`src/rtl/core/adbtx_pkg.sv`:
```
package adbtx_pkg;

  // Default width of every timing register and of the segment counter
  localparam int TIME_BITS_DEFAULT = 12;

  // Register index width on the configuration port
  localparam int CFG_INDEX_BITS = 3;

  // Register indexes
  localparam logic [CFG_INDEX_BITS-1:0] REG_ATTENTION = 3'd0;
  localparam logic [CFG_INDEX_BITS-1:0] REG_SYNC      = 3'd1;
  localparam logic [CFG_INDEX_BITS-1:0] REG_SHORT     = 3'd2;
  localparam logic [CFG_INDEX_BITS-1:0] REG_LONG      = 3'd3;
  localparam logic [CFG_INDEX_BITS-1:0] REG_STOP      = 3'd4;

  // Timing register reset values in microsecond ticks
  localparam int RESET_ATTENTION = 800;
  localparam int RESET_SYNC      = 70;
  localparam int RESET_SHORT     = 35;
  localparam int RESET_LONG      = 65;
  localparam int RESET_STOP      = 65;

  // Frame phases
  localparam logic [2:0] PH_IDLE = 3'd0;
  localparam logic [2:0] PH_ATTN = 3'd1;
  localparam logic [2:0] PH_SYNC = 3'd2;
  localparam logic [2:0] PH_BITS = 3'd3;
  localparam logic [2:0] PH_STOP = 3'd4;

  // Input item operations
  localparam logic OP_TICK  = 1'b0;
  localparam logic OP_START = 1'b1;

  typedef struct packed {
    logic       op;
    logic [7:0] command_byte;
  } cmd_t;

  typedef struct packed {
    logic line_level;
    logic busy_res;
    logic frame_done;
  } res_t;

endpackage

```
`src/rtl/core/adbtx_frame.sv`:
```
module adbtx_frame import adbtx_pkg::*; #(
  parameter int TIME_BITS = TIME_BITS_DEFAULT
) (
  input  logic                      clk,
  input  logic                      rst,
  input  logic                      cfg_we,
  input  logic [CFG_INDEX_BITS-1:0] cfg_index,
  input  logic [TIME_BITS-1:0]      cfg_data,
  input  logic                      step,
  input  cmd_t                      item,
  output res_t                      result
);

  logic [TIME_BITS-1:0] attention_time;
  logic [TIME_BITS-1:0] sync_time;
  logic [TIME_BITS-1:0] short_time;
  logic [TIME_BITS-1:0] long_time;
  logic [TIME_BITS-1:0] stop_time;

  logic [2:0]           phase;
  logic [2:0]           phase_next;
  logic [TIME_BITS-1:0] phase_count;
  logic [TIME_BITS-1:0] phase_count_next;
  logic [2:0]           bit_number;
  logic [2:0]           bit_number_next;
  logic [7:0]           shift_bits;
  logic [7:0]           shift_bits_next;
  logic                 cell_half;
  logic                 cell_half_next;

  logic [TIME_BITS-1:0] count_inc;
  logic [TIME_BITS-1:0] seg_time;
  logic                 seg_end;
  logic                 done;
  logic                 line;

  // Write timing registers; writes to indexes outside the list are dropped
  always_ff @(posedge clk) begin
    if (rst) begin
      attention_time <= TIME_BITS'(RESET_ATTENTION);
      sync_time      <= TIME_BITS'(RESET_SYNC);
      short_time     <= TIME_BITS'(RESET_SHORT);
      long_time      <= TIME_BITS'(RESET_LONG);
      stop_time      <= TIME_BITS'(RESET_STOP);
    end else if (cfg_we) begin
      unique case (cfg_index)
        REG_ATTENTION: attention_time <= cfg_data;
        REG_SYNC:      sync_time      <= cfg_data;
        REG_SHORT:     short_time     <= cfg_data;
        REG_LONG:      long_time      <= cfg_data;
        REG_STOP:      stop_time      <= cfg_data;
        default: ;
      endcase
    end
  end

  // Pick the length of the current segment; a cell half is long when
  // the low half carries a zero or the high half carries a one
  always_comb begin
    case (phase)
      PH_ATTN: seg_time = attention_time;
      PH_SYNC: seg_time = sync_time;
      PH_BITS: seg_time = (cell_half == shift_bits[7]) ? long_time : short_time;
      PH_STOP: seg_time = stop_time;
      default: seg_time = sync_time;
    endcase
  end

  // Segment ends once the count reaches its length, or when the counter wraps
  assign count_inc = phase_count + 1'b1;
  assign seg_end   = (count_inc >= seg_time) || (count_inc == '0);

  // Advance the frame by one item
  always_comb begin
    phase_next       = phase;
    phase_count_next = phase_count;
    bit_number_next  = bit_number;
    shift_bits_next  = shift_bits;
    cell_half_next   = cell_half;
    done             = 1'b0;
    if (item.op == OP_START) begin
      if (phase == PH_IDLE) begin
        shift_bits_next  = item.command_byte;
        phase_next       = PH_ATTN;
        phase_count_next = '0;
        bit_number_next  = 3'd0;
        cell_half_next   = 1'b0;
      end
    end else begin
      phase_count_next = seg_end ? '0 : count_inc;
      unique case (phase)
        PH_IDLE: phase_count_next = phase_count;
        PH_ATTN: begin
          if (seg_end) phase_next = PH_SYNC;
        end
        PH_SYNC: begin
          if (seg_end) begin
            phase_next      = PH_BITS;
            bit_number_next = 3'd0;
            cell_half_next  = 1'b0;
          end
        end
        PH_BITS: begin
          if (seg_end) begin
            if (!cell_half) begin
              cell_half_next = 1'b1;
            end else begin
              cell_half_next  = 1'b0;
              shift_bits_next = {shift_bits[6:0], 1'b0};
              if (bit_number == 3'd7) begin
                bit_number_next = 3'd0;
                phase_next      = PH_STOP;
              end else begin
                bit_number_next = bit_number + 3'd1;
              end
            end
          end
        end
        PH_STOP: begin
          if (seg_end) begin
            phase_next = PH_IDLE;
            done       = 1'b1;
          end
        end
        default: begin
          phase_next       = PH_IDLE;
          phase_count_next = '0;
        end
      endcase
    end
  end

  // Hold frame state between transfers
  always_ff @(posedge clk) begin
    if (rst) begin
      phase       <= PH_IDLE;
      phase_count <= '0;
      bit_number  <= 3'd0;
      shift_bits  <= 8'd0;
      cell_half   <= 1'b0;
    end else if (step) begin
      phase       <= phase_next;
      phase_count <= phase_count_next;
      bit_number  <= bit_number_next;
      shift_bits  <= shift_bits_next;
      cell_half   <= cell_half_next;
    end
  end

  // Line level after this item
  always_comb begin
    case (phase_next)
      PH_ATTN: line = 1'b0;
      PH_SYNC: line = 1'b1;
      PH_BITS: line = cell_half_next;
      PH_STOP: line = 1'b0;
      default: line = 1'b1;
    endcase
  end

  assign result.line_level = line;
  assign result.busy_res   = (phase_next != PH_IDLE);
  assign result.frame_done = done;

endmodule

```
`src/rtl/core/adb_command_waveform_tx_unit.sv`:
```
// Bus command transmitter: takes one item per clock while res_ready is high
// (a one-microsecond tick or a start carrying the command byte) and returns
// one result per item with the open-drain line level, busy and frame-done
// flags. The item is registered in the input register, then the frame state
// (phase, segment counter, bit counter, shift register) is updated once and
// the result is registered. While a result waits on res_ready the input
// register takes one more item and then holds cmd_ready low; when the result
// transfers, the staged item moves up and a new item is taken in that same
// cycle. A start item while a frame is in flight is ignored.
// Timing registers are written through the cfg port (always ready) and take
// effect on the next item.
module adb_command_waveform_tx_unit import adbtx_pkg::*; #(
  parameter int TIME_BITS = TIME_BITS_DEFAULT
) (
  input  logic                      clk,
  input  logic                      rst,
  input  logic                      cmd_valid,
  output logic                      cmd_ready,
  input  cmd_t                      cmd,
  output logic                      res_valid,
  input  logic                      res_ready,
  output res_t                      res,
  input  logic                      cfg_valid,
  output logic                      cfg_ready,
  input  logic [CFG_INDEX_BITS-1:0] cfg_index,
  input  logic [TIME_BITS-1:0]      cfg_data
);

  logic stage_valid;
  cmd_t stage_item;
  logic advance;
  res_t result;

  assign cfg_ready = 1'b1;

  // Move the staged item into the result register when it is free
  assign advance   = stage_valid && (!res_valid || res_ready);
  assign cmd_ready = !stage_valid || advance;

  // Input register
  always_ff @(posedge clk) begin
    if (rst) begin
      stage_valid <= 1'b0;
    end else if (cmd_ready) begin
      stage_valid <= cmd_valid;
    end
  end

  always_ff @(posedge clk) begin
    if (cmd_valid && cmd_ready) begin
      stage_item <= cmd;
    end
  end

  adbtx_frame #(
    .TIME_BITS (TIME_BITS)
  ) u_frame (
    .clk       (clk),
    .rst       (rst),
    .cfg_we    (cfg_valid),
    .cfg_index (cfg_index),
    .cfg_data  (cfg_data),
    .step      (advance),
    .item      (stage_item),
    .result    (result)
  );

  // Result register
  always_ff @(posedge clk) begin
    if (rst) begin
      res_valid <= 1'b0;
    end else if (advance) begin
      res_valid <= 1'b1;
    end else if (res_ready) begin
      res_valid <= 1'b0;
    end
  end

  always_ff @(posedge clk) begin
    if (advance) begin
      res <= result;
    end
  end

`ifndef ASSERT_OFF
  // An empty result register must never block the input side
  a_ready_when_empty: assert property (@(posedge clk) disable iff (rst)
    !res_valid |-> cmd_ready)
    else $error("input stalled with empty result register");

  // A finished frame leaves the line released and the block idle
  a_done_idle: assert property (@(posedge clk) disable iff (rst)
    (res_valid && res.frame_done) |-> (!res.busy_res && res.line_level))
    else $error("frame done while still busy or line low");

  // No result appears right after reset
  a_reset_empty: assert property (@(posedge clk)
    rst |=> !res_valid)
    else $error("result valid after reset");
`endif

endmodule

```
`config.mk`:
```
export PLATFORM = sky130hd
export DESIGN_NAME = adb_command_waveform_tx_unit
export DESIGN_NICKNAME = d
export VERILOG_FILES = /design/src/rtl/core/adbtx_pkg.sv /design/src/rtl/core/adbtx_frame.sv /design/src/rtl/core/adb_command_waveform_tx_unit.sv
export SDC_FILE = /design/constraint.sdc
export NUM_CORES = 1
export LEC_CHECK = 0
export CORE_MARGIN = 4
export CORE_UTILIZATION = 57
export CTS_CLUSTER_DIAMETER = 60
export DETAILED_ROUTE_END_ITERATION = 10
export DONT_BUFFER_PORTS = 1
export PLACE_DENSITY = 0.77
export SYNTH_ARGS = -nofsm -noshare
export SYNTH_HDL_FRONTEND = slang
export SYNTH_SLANG_ARGS = --single-unit
```
`constraint.sdc`:
```
create_clock -name clk -period 3.9 [get_ports clk]
set_input_delay 0 -clock clk [delete_from_list [all_inputs] [get_ports clk]]
set_output_delay 0 -clock clk [all_outputs]
set_load 0.02 [all_outputs]
```
-- Word level (Yosys, flattened, before mapping)
Index checks and enable logic that the tools add are counted.
- bits in registers: 101
- output and inout bits: 6
- input bits: 29
- word-level logic and storage cells: 103
- $lt $le $gt $ge: 1
- eq/ne operators: 18
- bitwise logic cells: 1
- $add $sub $neg: 2
- multiplexer cells: 37
- reductions and logical operators: 27
- operators with widths (kind ; number):
    12-bit two-way mux ; 4
    3-bit two-way mux ; 14
    8-bit two-way mux ; 5
    12-bit case mux with 3 select lines ; 1
    12-bit case mux with 2 select lines ; 1
    3-bit by 2-bit == test with 1-bit output, second input constant ; 5
    3-bit case mux with 5 select lines ; 1
    12-bit by 1-bit adder with 12-bit output, second input constant ; 1
    3-bit == test, second input constant ; 4
    12-bit greater-or-equal comparator ; 1
    12-bit logical NOT ; 1
    2-bit AND reduction ; 5
    3-bit by 1-bit == test with 1-bit output, second input constant ; 3
    3-bit by 2-bit inequality test with 1-bit output, second input constant ; 3
    1-bit two-way mux ; 8
    2-bit nonzero test ; 4
    3-bit logical NOT ; 2
    3-bit case mux with 2 select lines ; 1
    6-bit AND reduction ; 1
    3-bit nonzero test ; 2
    5-bit AND reduction ; 1
    1-bit case mux with 2 select lines ; 2
    2-bit OR reduction ; 2
    4-bit OR reduction ; 1
    other kinds (9) ; 13

-- Logic depth before layout (Yosys ltp)
Gate-level depths: netlist of the first run.
- depth in word-level cells: 11
- depth in mapped cells: 22
- gate-level depth less buffers: 20

-- Cells and area by module
A second synthesis of the first run with hierarchy kept.
- cell total of the unflattened synthesis: 659
- area, all modules: 5236.3 um2
- by module, submodules not included (module ; area an instance (um2) ; instances ; cells each ; seq. area each (um2)):
    adbtx_frame ; 4760.8 ; 1 ; 635 ; 1741.7
    adb_command_waveform_tx_unit ; 475.5 ; 1 ; 24 ; 400.4

-- Least setup slack after synthesis of the first run
No wires, ideal clock.
- path type: register to register
- start point: register u_frame.cell_half
- end point: register res[2] (netlist bit), data pin
- data required time: 3751 ps
- data arrival time: 3838 ps
- buffers on the path: 2
- stages on the path, launching flop included: 22
- path slack: -86 ps
- setup time: 149 ps
- period minus slack after synthesis: 3986 ps
- cells stage by stage: dfxtp_1 -> clkbuf_1 -> xnor2_1 -> clkbuf_1 -> mux2i_1 -> a211oi_1 -> a21oi_1 -> a21oi_1 -> ha_1 -> nand2b_1 -> a2111o_1 -> a31oi_1 -> o21a_1 -> nand2_1 -> inv_1 -> ha_1 -> nand2_1 -> o21ai_0 -> nand2_1 -> o21ai_0 -> o21ai_0 -> a2bb2oi_1
- RTL lines (element ; RTL line ; text):
    from (decl) ; adbtx_frame.sv:28 ; logic cell_half;
    from (signal assigned) ; adbtx_frame.sv:146 ; cell_half <= cell_half_next;
    to (signal assigned) ; adb_command_waveform_tx_unit.sv:81 ; res <= result;
    to (decl) ; adb_command_waveform_tx_unit.sv:22 ; output res_t res,

==> results.py, run 1 <==
metrics = {
    "synthesis": {
        "ys_seq_area_share_pct": 41.39,
        "yosys_warnings": 0,
        "synth_common_cells": "nand2_1 (153), dfxtp_1 (89), a21oi_1 (74), nor2_1 (47), clkbuf_1 (35)",
        "synth_top_area_share_pct": 34.43,
        "synth_cells": 635,
        "synth_area_leader_cell": "dfxtp_1",
        "syn-mean-instance-area_um2": 8.150,
        "async_reset_ff_share_pct": 0,
        "syn-cell-area_um2": 5175,
        "ys_top_cells_by_area": "dfxtp_1 (34%), nand2_1 (11%), a21oi_1 (7.2%)",
        "synth_ff_type": "dfxtp_1",
        "yosys_register_bits": 101,
        "ys_types": 54,
        "synth_nets": 682,
        "synth_most_common_cell": "nand2_1",
        "synth-edff-count": 12,
    },
    "critical_path": {
        "cp-end-kind": "flop",
        "cp-startpoint": "u_frame.shift_bits[7]",
        "path_class": "flop to flop",
        "cp.required_ps": 4120,
        "crit_arrival_ps": 3910,
        "r2r_start": "u_frame.shift_bits[7]",
        "critPathLaunchType": "flop",
        "path_max_fanout": 4,
    },
    "placement": {
        "gp_congestion": 0.8432,
        "hpwl_mm": 7.813,
        "dp_worst_setup_slack_ps": 123.8,
        "io_buffers": 0,
    },
    "min_path": {
        "worstHoldStart": "rst",
        "hold_class": "input pin to flop",
    },
    "timing": {
        "finalCritPeriodShare_pct": 94.61,
        "worstMarginPinSlew_ps": 749.4,
        "setup_violations": 0,
        "fin_setup_tns_ps": 0,
        "layout_setup_ws_ps": 210.1,
        "slew_violations": 0,
        "finalCriticalPeriod_ps": 3690,
        "max_freq_mhz": 271.0,
        "max-slew-margin-rel_pct": 49.86,
        "fin_skew_ps": 16.94,
        "hold_viol": 0,
    },
    "grt": {
        "grt_max_degree": 90,
        "antenna_found_initial": 0,
        "first_global_vias": 4238,
        "track_usage_pct": 23.36,
        "grt_pass1_wl_mm": 20.07,
        "grt_remaining_overflow": 0,
    },
    "floorplanning": {
        "rows": 34,
        "die_y_um": 103.3,
        "dieArea_um2": 10670,
        "start_util_pct": 59.05,
        "fp.dieW_um": 103.3,
        "io_pins": 35,
        "core_area_um2": 8763,
    },
    "clock_tree": {
        "cts_tree": "built",
        "clk_path_buf_depth": 2,
        "cts_sinks": 101,
        "root_buffer": "clkbuf_8",
        "insertion_delay_ps": 370,
        "clk_pin_slew_ps": 120,
        "numCtsBuffers": 9,
        "htree_levels": 3,
    },
    "power": {
        "power_density_nw_per_um2": 342.9,
        "pwr-share-clk_pct": 33.1,
        "comb_power_share_pct": 11.2,
        "netSwitchingPower_w": 0.0005599,
        "internal_power_w": 0.001423,
        "seqPwrFrac_pct": 55.7,
        "power.leakage_nw": 2.174,
        "ir_drop_mv": 0.3109,
        "netSwitchingFraction_pct": 28.23,
    },
    "layout": {
        "n_antenna_cell": 0,
        "nNetsFinal": 688,
        "nFillCells": 703,
        "area_growth_pct": 11.77,
        "post-route-util_pct": 66.01,
        "drive_above_1_share_pct": 10.06,
    },
    "flow_run": {
        "drv_cap": 0,
    },
    "detailed_routing": {
        "drt_pass1_iterations": 5,
        "wl_per_cell_um": 15.97,
        "drt_iter0_drc": 272,
        "drt_wl_total_mm": 12.05,
        "ant_nets": 0,
        "num_vias": 4481,
        "drc_errors": 0,
        "via_per_inst": 5.943,
    },
    "status": {
        "status": "finished, final reports clean",
    },
}
-- registers in the layout, indices dropped and copies added, names as in the netlist --
| signal | cells |
|---|---|
| u_frame.attention_time | 12 |
| u_frame.long_time | 12 |
| u_frame.phase_count | 12 |
| u_frame.short_time | 12 |
| u_frame.stop_time | 12 |
| u_frame.sync_time | 12 |
| stage_item | 9 |
| u_frame.shift_bits | 8 |
| res | 3 |
| u_frame.bit_number | 3 |
| u_frame.phase | 3 |
| res_valid | 1 |
| stage_valid | 1 |
| u_frame.cell_half | 1 |
-- layout make-up --
cell class | count | area (um^2) | area share, %
Timing Repair Buffer | 40 | 401.6 | 6.944
Clock buffer | 9 | 123.9 | 2.141
Multi-Input combinational cell | 482 | 2887 | 49.90
Sequential cell | 101 | 2143 | 37.05
Inverter | 7 | 26.28 | 0.4543
Clock inverter | 7 | 67.56 | 1.168
Tap cell | 108 | 135.1 | 2.336
-- worst max-delay path: stages (launching register included) --
cell and delay [ps]:
dfxtp_1 340, xnor2_1 170, buf_4 180, mux2i_1 200, a211oi_1 100, a21oi_1 150
a21oi_1 90, ha_1 280, nand2b_1 140, a2111o_1 450, a31oi_4 160, o21a_1 220
nand2_2 90, inv_2 80, ha_1 230, nand2_1 70, o21ai_0 80, nand2_1 60
o21ai_0 110, o21ai_1 170, a2bb2oi_2 150
-- placed cells by master, fill, tap and decap left out, drive strengths merged, types with 12 or more instances in the layout --
master	instances
nand2	153
dfxtp	89
a21oi	75
nor2	47
dlygate4sd3	26
o21ai	24
a211oi	24
mux2i	23
ha	18
nand3b	15
buf	14
edfxtp	12
-- repair_timing --
item / CTS / global route
hold buffers: 27 / 0
hold endpoints to repair: 98 / 0
setup endpoints to repair: 0 / 5
buffers inserted: 0 / 2
gates resized for setup: 0 / 22
-- power groups by stage --
| stage | registers (W) | logic (W) | clock network [W] |
|---|---|---|---|
| 6_report | 0.00111 | 0.000223 | 0.000656 |
| 2_1_floorplan | 0.00112 | 0.000146 | 0 |
| 3_3_place_gp | 0.00113 | 0.000154 | 0 |
| 3_5_place_dp | 0.00113 | 0.000160 | 0 |
| 5_1_grt | 0.00111 | 0.000246 | 0.000704 |
| 4_1_cts | 0.00110 | 0.000206 | 0.000664 |
-- kinds of logic (layout without fill, tap and decap cells) --
| family | Yosys count | in the layout | share of synthesized area (%) |
|---|---|---|---|
| simple gates | 265 | 265 | 22.73 |
| flops | 101 | 101 | 41.39 |
| buf+inv | 52 | 63 | 4.304 |
| other cells | 1 | 1 | 0.07246 |
| mux | 33 | 33 | 6.625 |
| xor+xnor | 12 | 12 | 2.031 |
| compound gates | 153 | 153 | 18.50 |
| fa+ha+maj | 18 | 18 | 4.352 |
-- through the flow --
stage | hold WS [ps] | power (W) | area, um^2 | cells
floorplan | 98.87 | 0.001265 | 5176 | 635
global placement | 74.90 | 0.001281 | 5196 | 709
detailed placement | 76.89 | 0.001288 | 5196 | 709
CTS | 4.296 | 0.001974 | 5675 | 752
global route | 26.94 | 0.002059 | 5784 | 754
finish | 7.334 | 0.001983 | 5784 | 754
-- final timing paths --
path         slack (ps)  depth (start not counted)                     to
max                 210                         20                 res[2]
min                   7                          2  u_frame.short_time[7]
max reg2reg         210                         20                 res[2]
min reg2reg         460                          2   u_frame.stop_time[9]
-- layer usage --
layer  global-route usage, %  vias to the layer above  routed length, um
met5                       0                        -                  0
met4                   7.570                        0                170
met3                   3.488                       13                506
met2                   38.23                      106               5871
met1                   31.92                     2133               5496
li1                        -                     2229                  -
Note: power is estimated with default switching activity, not from simulation.
==> run 2: changes to the inputs <==
--- a/config.mk
+++ b/config.mk
@@ -5,12 +5,14 @@
 export SDC_FILE = /design/constraint.sdc
 export NUM_CORES = 1
 export LEC_CHECK = 0
+export CELL_PAD_IN_SITES_DETAIL_PLACEMENT = 1
+export CELL_PAD_IN_SITES_GLOBAL_PLACEMENT = 1
 export CORE_MARGIN = 4
-export CORE_UTILIZATION = 57
+export CORE_UTILIZATION = 40
 export CTS_CLUSTER_DIAMETER = 60
 export DETAILED_ROUTE_END_ITERATION = 10
 export DONT_BUFFER_PORTS = 1
-export PLACE_DENSITY = 0.77
+export PLACE_DENSITY = 0.73
 export SYNTH_ARGS = -nofsm -noshare
 export SYNTH_HDL_FRONTEND = slang
 export SYNTH_SLANG_ARGS = --single-unit
==> results.py, run 2 (synthesis gave the netlist of run 1 again) <==
metrics = {
    "status": {
        "status": "finished, final reports clean",
    },
    "timing": {
        "finalCritPeriodShare_pct": 92.74,
        "max-slew-margin-rel_pct": 44.84,
        "worstMarginPinSlew_ps": 824.3,
        "setup_violations": 0,
        "hold_viol": 0,
        "max_freq_mhz": 276.5,
        "finalCriticalPeriod_ps": 3617,
        "fin_setup_tns_ps": 0,
        "layout_setup_ws_ps": 283.1,
        "fin_skew_ps": 7.326,
        "hold_slack_ps": 24.45,
        "slew_violations": 0,
    },
    "critical_path": {
        "r2r_cells": 22,
        "r2r_setup_slack_ps": 280,
        "cp_slowest_cell": "ha_1",
        "crit_arrival_ps": 3710,
        "cp.required_ps": 4000,
        "crit_chain": "xnor2_1 > buf_4 > buf_12 > mux2i_1 > a211oi_2 > a21oi_1 > nand2_1 > o21ai_0 > ha_1 > nand2_1 > nor2_1 > a31oi_4 > o21a_1 > nand2_1 > inv_2 > ha_1 > nand2_1 > o21ai_0 > nand2_1 > o21ai_1 > o21ai_1 > a2bb2oi_1",
        "path_depth": 22,
        "r2r_end": "res[2]",
        "path_class": "flop to flop",
        "r2r_start": "u_frame.shift_bits[7]",
        "cp_top_family": "compound AO/OA/AOI/OAI gates",
        "crit_buf_inv": 3,
        "path_max_fanout": 4,
        "cp-startpoint": "u_frame.shift_bits[7]",
        "worstSetupEndpoint": "res[2]",
        "max_stage_delay_ps": 330,
        "cp_common_cell": "nand2_1",
        "critPathLaunchType": "flop",
        "cp-end-kind": "flop",
    },
    "grt": {
        "grt_max_degree": 90,
        "first_global_vias": 4580,
        "grt_pass1_wl_mm": 23.46,
        "track_usage_pct": 19.72,
        "grt_remaining_overflow": 0,
        "antenna_found_initial": 0,
    },
    "power": {
        "power_density_nw_per_um2": 373.0,
        "ir_drop_mv": 0.3235,
        "internal_power_w": 0.001622,
        "pwr-share-clk_pct": 40.1,
        "power.leakage_nw": 2.220,
        "comb_power_share_pct": 10.3,
        "netSwitchingFraction_pct": 27.16,
        "seqPwrFrac_pct": 49.6,
        "netSwitchingPower_w": 0.0006049,
    },
    "layout": {
        "stdcell_area_um2": 5971,
        "post-route-util_pct": 47.31,
        "final_cell_mix": "nand2_1 (153), dfxtp_1 (89), a21oi_1 (73)",
        "area_growth_pct": 15.38,
        "drive_above_1_share_pct": 9.598,
        "n_antenna_cell": 0,
        "nNetsFinal": 688,
        "final_common_cell": "nand2_1",
    },
    "clock_tree": {
        "insertion_delay_ps": 360,
        "htree_levels": 3,
        "numCtsBuffers": 9,
        "clk_path_buf_depth": 2,
        "cts_tree": "built",
        "clk_pin_slew_ps": 80,
        "cts_sinks": 101,
        "root_buffer": "clkbuf_16",
    },
    "floorplanning": {
        "die_y_um": 121.7,
        "rows": 41,
        "io_pins": 35,
        "core_area_um2": 12620,
        "dieArea_um2": 14820,
        "fp.dieW_um": 121.7,
        "start_util_pct": 41.01,
    },
    "placement": {
        "dp_worst_setup_slack_ps": 65.56,
        "place_area_um2": 5281,
        "hpwl_mm": 9.382,
        "gp_congestion": 0.8440,
        "io_buffers": 0,
    },
    "detailed_routing": {
        "wl_per_cell_um": 17.41,
        "drt_iter0_drc": 200,
        "num_vias": 4526,
        "ant_nets": 0,
        "drt_pass1_iterations": 4,
        "drc_errors": 0,
        "drt_wl_total_mm": 14.24,
        "via_per_inst": 5.533,
    },
    "min_path": {
        "hold_class": "input pin to flop",
        "worstHoldStart": "cfg_index[0]",
    },
    "flow_run": {
        "drv_cap": 0,
    },
}
[run 2: changes by cell type in the layout (fill, tap and decap cells not counted), sizes merged]
cell,previous run,this run
buf,14,16
clkinvlp,0,1
dlygate4sd3,26,24
inv,10,9
[run 2: worst min path at each step]
stage | to | slack, ps | cells past startpoint
after floorplan | stage_item[0] | 100 | 0
after global placement | u_frame.shift_bits[5] | 70 | 1
after detailed placement | u_frame.shift_bits[7] | 80 | 1
after CTS | u_frame.short_time[10] | 20 | 3
after global routing | u_frame.attention_time[6] | 60 | 2
final | u_frame.short_time[10] | 20 | 3
[run 2: what timing repair did]
action / in CTS / in global routing
gates resized for setup: 0 / 20
hold buffers: 25 / 0
hold endpoints to repair: 98 / 0
setup endpoints to repair: 0 / 5
buffers inserted: 0 / 5
[run 2: per-stage QoR]
stage          std cells  total power [W]
2_1_floorplan        635         0.001265
3_3_place_gp         772         0.001287
3_5_place_dp         772         0.001295
4_1_cts              813         0.002235
5_1_grt              818         0.002319
6_report             818         0.002227
[run 2: cell type report]
| type | count | area [um^2] |
|---|---|---|
| fill | 1516 | 6649 |
| multi-input combinational | 482 | 2869 |
| sequential | 101 | 2142 |
| timing repair buffer | 40 | 425.4 |
| clock buffer | 9 | 225.2 |
| tap | 172 | 215.2 |
| clock inverter | 7 | 67.56 |
| inverter | 7 | 26.28 |
[run 2: metal layers]
layer / track usage [%] / vias up / share of wire [%]
li1: - / 2225 / -
met1: 25.73 / 2239 / 47
met2: 33.29 / 46 / 50
met3: 2.739 / 16 / 1.9
met4: 7.283 / 0 / 1.6
met5: 0 / - / 0
[run 2: power groups by stage]
stage / Sequential, W / Clock, W / Combinational, W
floorplan: 0.00112 / 0 / 0.000146
global placement: 0.00113 / 0 / 0.000159
detailed placement: 0.00113 / 0 / 0.000166
CTS: 0.00110 / 0.000917 / 0.000214
global route: 0.00111 / 0.000956 / 0.000253
finish: 0.00110 / 0.000893 / 0.000229
[run 2: worst reg2reg max path, stage by stage, from the launching register on]
cell,delay (ps)
dfxtp_1,320
xnor2_1,170
buf_4,190
buf_12,120
mux2i_1,100
a211oi_2,280
a21oi_1,60
nand2_1,80
o21ai_0,120
ha_1,330
nand2_1,70
nor2_1,180
a31oi_4,130
o21a_1,200
nand2_1,120
inv_2,60
ha_1,270
nand2_1,50
o21ai_0,90
nand2_1,70
o21ai_1,120
o21ai_1,80
a2bb2oi_1,150
